File: src/sv/dedup_packet_fifo_range_count_core_defines.svh
// assertion macros shared by the packet fifo modules
// the including module must have signals named clock and reset
`ifndef DEDUP_PACKET_FIFO_RANGE_COUNT_CORE_DEFINES_SVH
`define DEDUP_PACKET_FIFO_RANGE_COUNT_CORE_DEFINES_SVH

// same-cycle implication, idle during reset
`define DPFRC_ASSERT_NOW(label, ante, cons) \
   label: assert property (@(posedge clock) disable iff (reset) (ante) |-> (cons)) \
      else $error("dpfrc check failed");

// next-cycle implication, idle during reset
`define DPFRC_ASSERT_NEXT(label, ante, cons) \
   label: assert property (@(posedge clock) disable iff (reset) (ante) |=> (cons)) \
      else $error("dpfrc check failed");

`endif

File: src/sv/dpfrc_pkg.sv
`timescale 1ns / 1ps

package dpfrc_pkg;

   // store geometry
   localparam int DEPTH   = 256;
   localparam int ADDR_W  = $clog2(DEPTH);
   localparam int CNT_W   = ADDR_W + 1;
   localparam int LIMIT_W = 9;
   localparam int ENTRY_W = 64;
   localparam logic [LIMIT_W-1:0] LIMIT_RESET = LIMIT_W'(256);

   typedef enum logic [1:0] {
      CMD_ADD   = 2'd0,
      CMD_FWD   = 2'd1,
      CMD_COUNT = 2'd2,
      CMD_NOP   = 2'd3
   } cmd_type;

   typedef enum logic [1:0] {
      ST_IDLE,
      ST_SCAN,
      ST_FREAD,
      ST_FINISH
   } state_type;

   typedef struct packed {
      cmd_type     cmd;
      logic [15:0] source;
      logic [15:0] destination;
      logic [31:0] timestamp;
      logic [31:0] start_time;
      logic [31:0] end_time;
   } req_type;

   typedef struct packed {
      logic        accepted;
      logic        packet_valid;
      logic [15:0] out_source;
      logic [15:0] out_destination;
      logic [31:0] out_timestamp;
      logic [8:0]  match_count;
   } rsp_type;

   // stored packet layout
   typedef struct packed {
      logic [15:0] source;
      logic [15:0] destination;
      logic [31:0] timestamp;
   } entry_type;

   // controller to datapath
   typedef struct packed {
      logic capture;
      logic scan;
      logic fread;
      logic finish;
   } ctrl_cmd_type;

   // datapath to controller
   typedef struct packed {
      logic scan_done;
      logic out_free;
   } dp_status_type;

endpackage

File: src/sv/dpfrc_ctrl.sv
`timescale 1ns / 1ps
`include "dedup_packet_fifo_range_count_core_defines.svh"

module dpfrc_ctrl
   import dpfrc_pkg::*;
(
   input  logic          clock,
   input  logic          reset,
   input  logic          req_valid,
   input  cmd_type       req_cmd,
   output logic          req_stall,
   output ctrl_cmd_type  ctrl_cmd,
   input  dp_status_type dp_status
);

   state_type state_ff;
   state_type state_in;

   // state register
   always_ff @(posedge clock) begin
      if (reset) begin
         state_ff <= ST_IDLE;
      end else begin
         state_ff <= state_in;
      end
   end

   // next state
   always_comb begin
      state_in = state_ff;
      unique case (state_ff)
         ST_IDLE: begin
            if (req_valid) begin
               unique case (req_cmd) inside
                  CMD_ADD, CMD_COUNT: state_in = ST_SCAN;
                  CMD_FWD:            state_in = ST_FREAD;
                  default:            state_in = ST_FINISH;
               endcase
            end
         end
         ST_SCAN: begin
            if (dp_status.scan_done) begin
               state_in = ST_FINISH;
            end
         end
         ST_FREAD: begin
            state_in = ST_FINISH;
         end
         ST_FINISH: begin
            if (dp_status.out_free) begin
               state_in = ST_IDLE;
            end
         end
         default: state_in = ST_IDLE;
      endcase
   end

   // outputs
   always_comb begin
      ctrl_cmd  = '0;
      req_stall = 1'b1;
      unique case (state_ff)
         ST_IDLE: begin
            req_stall        = 1'b0;
            ctrl_cmd.capture = req_valid;
         end
         ST_SCAN:   ctrl_cmd.scan   = 1'b1;
         ST_FREAD:  ctrl_cmd.fread  = 1'b1;
         ST_FINISH: ctrl_cmd.finish = dp_status.out_free;
         default:   ctrl_cmd        = '0;
      endcase
   end

   `DPFRC_ASSERT_NEXT(a_idle_holds, state_ff == ST_IDLE && !req_valid, state_ff == ST_IDLE)
   `DPFRC_ASSERT_NOW(a_one_command, 1'b1, $onehot0(ctrl_cmd))
   `DPFRC_ASSERT_NEXT(a_finish_to_idle, ctrl_cmd.finish, state_ff == ST_IDLE)

endmodule

File: config.mk
export PLATFORM = sky130hd
export DESIGN_NAME = dpfrc_ctrl
export DESIGN_NICKNAME = d
export VERILOG_FILES = /design/src/sv/dpfrc_pkg.sv /design/src/sv/dpfrc_ctrl.sv
export VERILOG_INCLUDE_DIRS = /design/src /design/src/sv
export SDC_FILE = /design/constraint.sdc
export NUM_CORES = 1
export LEC_CHECK = 0
export BUFFER_PORTS_ARGS = -buffer_cell sky130_fd_sc_hd__buf_4
export CAP_MARGIN = 10
export CORE_AREA = 4 4 41 43
export CTS_CLUSTER_DIAMETER = 40
export DETAILED_ROUTE_END_ITERATION = 10
export DIE_AREA = 0 0 45 47
export PLACE_DENSITY = 0.44
export SETUP_SLACK_MARGIN = 0.1
export SLEW_MARGIN = 20
export SYNTH_ARGS = -nofsm -noshare
export SYNTH_HDL_FRONTEND = slang
export SYNTH_SLANG_ARGS = --single-unit
File: constraint.sdc
create_clock -name clock -period 1.95 [get_ports clock]
set_input_delay 0.0975 -clock clock [delete_from_list [all_inputs] [get_ports clock]]
set_output_delay 0.0975 -clock clock [all_outputs]
set_load 0.05 [all_outputs]
==> results of run 1 <==
## cells in the mapped netlist
library cell | instances | area (sq um)
a311o_1 | 1 | 10.0
and2_1 | 2 | 12.5
dfxtp_1 | 2 | 40.0
ha_1 | 4 | 50.1
inv_1 | 4 | 15.0
inv_2 | 1 | 3.75
mux2_1 | 1 | 11.3
mux2i_1 | 2 | 20.0
nand2b_1 | 2 | 12.5
nor2_1 | 3 | 11.3
o221ai_2 | 1 | 15.0
## metal layers
metal / track usage / up-vias / part of all wire
met5: 0 / - / 0
met1: 0.0679 / 85 / 0.46
met2: 0.0650 / 14 / 0.35
met3: 0.0307 / 2 / 0.17
li1: - / 102 / -
met4: 0.0702 / 0 / 0.023
## worst max-delay path by stage
| stage | startpoint | to | slack [ps] | cells after the start |
|---|---|---|---|---|
| 6_report | state_ff[0] | ctrl_cmd[3] | 550 | 4 |
| 4_1_cts | state_ff[1] | state_ff[1] | 520 | 5 |
| 3_3_place_gp | state_ff[1] | state_ff[1] | 540 | 5 |
| 2_1_floorplan | state_ff[1] | state_ff[1] | 430 | 5 |
| 5_1_grt | state_ff[1] | state_ff[1] | 450 | 5 |
| 3_5_place_dp | state_ff[1] | state_ff[1] | 530 | 5 |
## power by group through the flow
stage	combinational (uW)	sequential, uW	clock [uW]
final	393	76.1	92.3
after detailed placement	397	77.5	0
after global placement	398	76.5	0
after CTS	397	76.8	96.9
after global routing	425	79.8	99.7
after floorplan	304	72.5	0
## worst min-delay path, stage by stage
cell      delay, ps
buf_4            90
nand2b_1         90
mux2i_1          60
## layout make-up
cell class / instances / area (sq um) / area share
Tap cell: 15 / 18.8 / 0.0577
Inverter: 5 / 18.8 / 0.0577
Sequential cell: 2 / 40.0 / 0.123
Multi-Input combinational cell: 16 / 143 / 0.438
Timing Repair Buffer: 11 / 82.6 / 0.254
Clock buffer: 3 / 22.5 / 0.0692
## layout by cell type, fill, tap and decap left out, drive strengths merged
| cell type | n |
|---|---|
| inv | 5 |
| nor2 | 3 |
| clkbuf | 3 |
| mux2 | 1 |
| and2 | 2 |
| dfxtp | 2 |
| ha | 4 |
| nand2b | 2 |
| mux2i | 2 |
| o221ai | 1 |
| buf | 11 |
| a311o | 1 |
## kinds of logic (layout without fill, tap and decap cells)
group | after synthesis | after routing | share of synthesized area
buffers and inverters | 5 | 19 | 0.0931
and+or+nand+nor | 7 | 7 | 0.180
AOI/OAI and AO/OA | 2 | 2 | 0.124
muxes | 3 | 3 | 0.155
DFF | 2 | 2 | 0.199
adders and majority gates | 4 | 4 | 0.248
## metrics by stage
step                      area (sq um)  cells
after floorplan                    201     23
after global placement             303     49
after detailed placement           303     49
after CTS                          325     52
after global routing               325     52
final                              325     52
==> impl_metrics.csv, run 1 <==
group,metric,value,unit
run_status,status,"finished clean",
setup_path,crit_family,"flip-flops",
sta,rsz0062_at_grt,"false",
setup_path,rr_worst_depth,5,
clocking,cts_htree_levels,1,
clocking,numCtsBuffers,3,
clocking,root_buffer,"clkbuf_4",
floorplan,num_rows,13,
grt,grt_pass1_wl,807,um
clocking,hold_buffers,0,
logic_synthesis,avgSynthCellArea,8.76,sq um
setup_path,worstPathArrival,1300,ps
detailed_routing,vias_per_cell,3.90,
pwr,p_sw,295,uW
detailed_routing,routed_wl,471,um
pwr,switching_share,0.525,
min_path,hp-start,"reset",
sta,worst_pin_slew,218,ps
finish,fillers,151,
sta,hold_slack,171,ps
pwr,p_per_area,1730,nW/um^2
job,drv_cap,0,
finish,largest_reg_flops,2,
setup_path,cp_cell_sequence,"inv_1 > ha_1 > and2_1 > buf_4",
setup_path,regToRegSetupSlack,550,ps
setup_path,regToRegEndpoint,"state_ff[1]",
floorplan,initial_core_util,0.155,
logic_synthesis,yosys_warnings,0,
detailed_routing,dr.pass1.iters,3,
setup_path,start_kind,"register",
floorplan,die_width,45,um
setup_path,cp-end-kind,"primary output",
clocking,post_cts_buffers,0,
floorplan,fp.dieArea,2120,sq um
finish,layout-drive-gt1-share,0.432,
detailed_routing,drt_iter0_markers,3,
detailed_routing,remaining_drc_errors,0,
placed_design,dp_hpwl,403,um
finish,largest_registers,"state_ff x2",
logic_synthesis,synth.distinct_cells,11,
pwr,p_int,267,uW
placed_design,io_buffers,11,
pwr,p_seq_frac,0.135,
grt,grt_max_degree,6,
setup_path,crit_type,"reg2out",
sta,min_period,1400,ps
detailed_routing,drtAntennaViolNets,0,
clocking,clockBufferDepth,2,
finish,regMostFlops,"state_ff",
setup_path,slowest_delay,370,ps
sta,timing.final.crit_share,0.717,
finish,final_core_utilization,0.250,
clocking,cts.sinks,2,
logic_synthesis,ys_ff_latch,2,
logic_synthesis,synth.net_count,34,
min_path,min_path_type,"in2reg",
sta,clock_skew,4.42,ps
sta,fmax,0.715,GHz
logic_synthesis,syn-cell-area,201,sq um
min_path,hold_end,"state_ff[0]",
setup_path,worst_path_max_delay_cell,"dfxtp_1",
setup_path,crit_fanout,5,
pwr,clkPwrFrac,0.164,
sta,relSlewSlack,0.855,
grt,grtUsageTotal,0.0576,
grt,grt_overflow_total,0,
detailed_routing,routedWlPerCell,9.06,um
pwr,p_comb_frac,0.700,
clocking,insertion_delay,230,ps
finish,diodes,0,
placed_design,gp_congestion,0.629,
sta,worst_slack,551,ps
floorplan,design.core.area,1300,sq um
logic_synthesis,synth_cells,23,
finish,syn2layout_area_growth,61.5,%
floorplan,die_h,47,um
setup_path,rr_startpoint,"state_ff[1]",
clocking,cts_resized,0,
sta,setup_viol,0,
sta,drv_slew,0,
min_path,hold_depth,3,
finish,nets,50,
pwr,ir_worst_vdd,0.553,mV
placed_design,dp_slack,528,ps
setup_path,crit_required,1850,ps
setup_path,critPathBufInv,2,
grt,antenna_found_initial,0,
sta,hold_violations,0,
pwr,p_leak,0.000169,uW
logic_synthesis,ys_seq_area_frac,0.199,
clocking,path_clk_slew,30,ps
pwr,power,562,uW
grt,grt_pass1_vias,197,
floorplan,pin_count,12,
clocking,cts_tree,"built",
detailed_routing,num_vias,203,
sta,final.setup.tns,0,ps
No activity file was read; power rests on OpenSTA's default activity.
==> run 2: changes to the inputs <==
ABC_AREA = 1   (was default)
PLACE_DENSITY = 0.46   (was 0.44)
clock period = 1.18 ns   (was 1.95 ns; I/O delays follow)
==> impl_metrics.csv, run 2 <==
group,metric,value,unit
run_status,status,"finished clean",
finish,diodes,0,
finish,mostFrequentLayoutCells,"buf_4 (11), nand2_1 (10), inv_1 (7), nor2_1 (4)",
min_path,min_path_type,"in2reg",
finish,regMostFlops,"state_ff",
clocking,insertion_delay,220,ps
setup_path,worst_path_max_delay_cell,"dfxtp_4",
detailed_routing,remaining_drc_errors,0,
setup_path,rr_startpoint,"state_ff[1]",
grt,grt_max_degree,5,
logic_synthesis,synth_flop_cell,"dfxtp_1",
sta,setup_viol,0,
setup_path,slowest_delay,350,ps
placed_design,gp_congestion,0.646,
placed_design,io_buffers,11,
setup_path,cp-end-kind,"primary output",
finish,nets,66,
clocking,hold_buffers,0,
sta,final.setup.tns,0,ps
grt,antenna_found_initial,0,
setup_path,regToRegSetupSlack,90,ps
logic_synthesis,synthArstFlopShare,0,
pwr,p_leak,0.000251,uW
sta,rsz0062_at_grt,"true",
floorplan,design.core.area,1300,sq um
placed_design,dp_hpwl,361,um
setup_path,rr_worst_depth,7,
finish,fin_cells,68,
logic_synthesis,avgSynthCellArea,6.07,sq um
floorplan,initial_core_util,0.159,
setup_path,critPathLaunch,"state_ff[1]",
clocking,path_clk_slew,30,ps
floorplan,fp.dieArea,2120,sq um
setup_path,worstPathArrival,1060,ps
grt,grtUsageTotal,0.0528,
logic_synthesis,synth_cells,34,
sta,fmax,0.891,GHz
placed_design,dp.cells,60,
logic_synthesis,synth.net_count,45,
setup_path,regToRegEndpoint,"state_ff[0]",
setup_path,crit_family,"flip-flops",
clocking,root_buffer,"clkbuf_4",
sta,worst_pin_slew,129,ps
logic_synthesis,synth_largest_area_cell,"ha_1",
logic_synthesis,synth_edf_count,0,
logic_synthesis,netlist_top_cells_area,"ha_1 (24%), dfxtp_1 (19%), nand2_1 (18%)",
logic_synthesis,synth.most_common_cell,"nand2_1",
sta,hold_violations,0,
setup_path,crit_fanout,3,
setup_path,cp_cell_sequence,"inv_4 > buf_12 > ha_4 > buf_4",
detailed_routing,num_vias,243,
floorplan,num_rows,13,
floorplan,die_width,45,um
clocking,cts_tree,"built",
detailed_routing,drtAntennaViolNets,0,
logic_synthesis,ys_seq_area_frac,0.194,
logic_synthesis,synthTopCellsByCount,"nand2_1 (10), inv_1 (9), ha_1 (4), nor2_1 (4), dfxtp_1 (2)",
setup_path,crit_end,"ctrl_cmd[2]",
clocking,cts_htree_levels,1,
detailed_routing,vias_per_cell,3.57,
setup_path,start_kind,"register",
grt,grt_overflow_total,0,
floorplan,die_h,47,um
job,drv_cap,0,
sta,min_period,1120,ps
sta,relSlewSlack,0.913,
detailed_routing,dr.pass1.iters,4,
detailed_routing,drt_iter0_markers,3,
finish,final_common_cell,"buf_4",
sta,clock_skew,1.28,ps
clocking,cts.sinks,2,
pwr,p_per_area,3210,nW/um^2
finish,layout-drive-gt1-share,0.528,
grt,grt_pass1_vias,194,
logic_synthesis,yosys.area.top_type_share,0.242,
finish,largest_registers,"state_ff x2",
detailed_routing,routedWlPerCell,7.29,um
setup_path,crit_required,1120,ps
floorplan,pin_count,12,
logic_synthesis,syn-cell-area,206,sq um
setup_path,critPathBufInv,3,
grt,grt_pass1_wl,731,um
detailed_routing,routed_wl,496,um
finish,syn2layout_area_growth,114,%
logic_synthesis,ys_ff_latch,2,
logic_synthesis,yosys_warnings,0,
setup_path,path_depth,4,
pwr,ir_worst_vdd,0.905,mV
logic_synthesis,synth.distinct_cells,10,
sta,drv_slew,0,
setup_path,crit_type,"reg2out",
clocking,clockBufferDepth,2,
clocking,numCtsBuffers,3,
finish,largest_reg_flops,2,
sta,timing.final.crit_share,0.951,
==> run 2: cell types whose count changed in the layout (fill, tap and decap cells not counted), sizes merged, moves of 2 or more <==
| cell | change |
|---|---|
| and2 | -2 |
| buf | +5 |
| inv | +4 |
| mux2i | -2 |
| nand2 | +11 |
| nand2b | -2 |
| o21ai | +2 |
==> run 2: worst register-to-register path: stages, from the launching register on <==
cell and delay (ps):
dfxtp_4 350, inv_4 50, buf_12 110, ha_4 150
nand2_1 70, nand3_2 90, nor2_1 110, nor2_1 50
==> run 2: worst min-delay path by stage <==
| stage | cells after the start | endpoint | slack (ps) | startpoint |
|---|---|---|---|---|
| detailed placement | 4 | state_ff[0] | 300 | reset |
| global placement | 4 | state_ff[0] | 300 | reset |
| finish | 4 | state_ff[0] | 70 | reset |
| CTS | 4 | state_ff[0] | 60 | reset |
| global route | 4 | state_ff[1] | 70 | reset |
| floorplan | 3 | state_ff[0] | 210 | reset |
==> run 2: logic make-up after synthesis <==
group | synth area share
simple gates | 0.333
buf+inv | 0.182
fa+ha+maj | 0.242
compound gates | 0.0484
flops | 0.194
==> run 2: area by class of cell <==
cell class | count | area, sq um
multi-input cells | 22 | 154
repair buffers | 16 | 151
fillers | 157 | 860
flip-flops and latches | 2 | 47.5
clock buffers | 3 | 22.5
well taps | 15 | 18.8
inverters | 10 | 47.5
==> run 2: routing by layer <==
layer  vias to the layer above  GRT usage  part of all wire
met1                        95     0.0543              0.41
met4                         0     0.0526                 0
li1                        139          -                 -
met3                         0     0.0383              0.11
met5                         -          0                 0
met2                         9     0.0678              0.47
==> run 2: what timing repair did <==
item / CTS / global route
gates cloned: 0 / 0
gates resized for setup: 10 / 2
buffers inserted: 1 / 4
pin swaps: 1 / 1
endpoints found under the setup margin: 7 / 6
==> run 2: through the flow <==
stage	total power [uW]	area [sq um]	hold WS [ps]	setup WS (ps)	util
final	1420	442	65.3	58.1	0.339
after global routing	1560	442	72.2	11.1	0.339
after CTS	1310	397	56.2	35.5	0.305
after detailed placement	1010	339	298	65.6	0.261
after global placement	1010	339	299	70.9	0.261
after floorplan	848	238	207	121	-
==> run 2: power breakdown <==
| group | internal [uW] | switching (uW) | total [uW] |
|---|---|---|---|
| combinational | 495 | 606 | 1100 |
| clock | 112 | 36.5 | 149 |
| sequential | 125 | 45.1 | 170 |
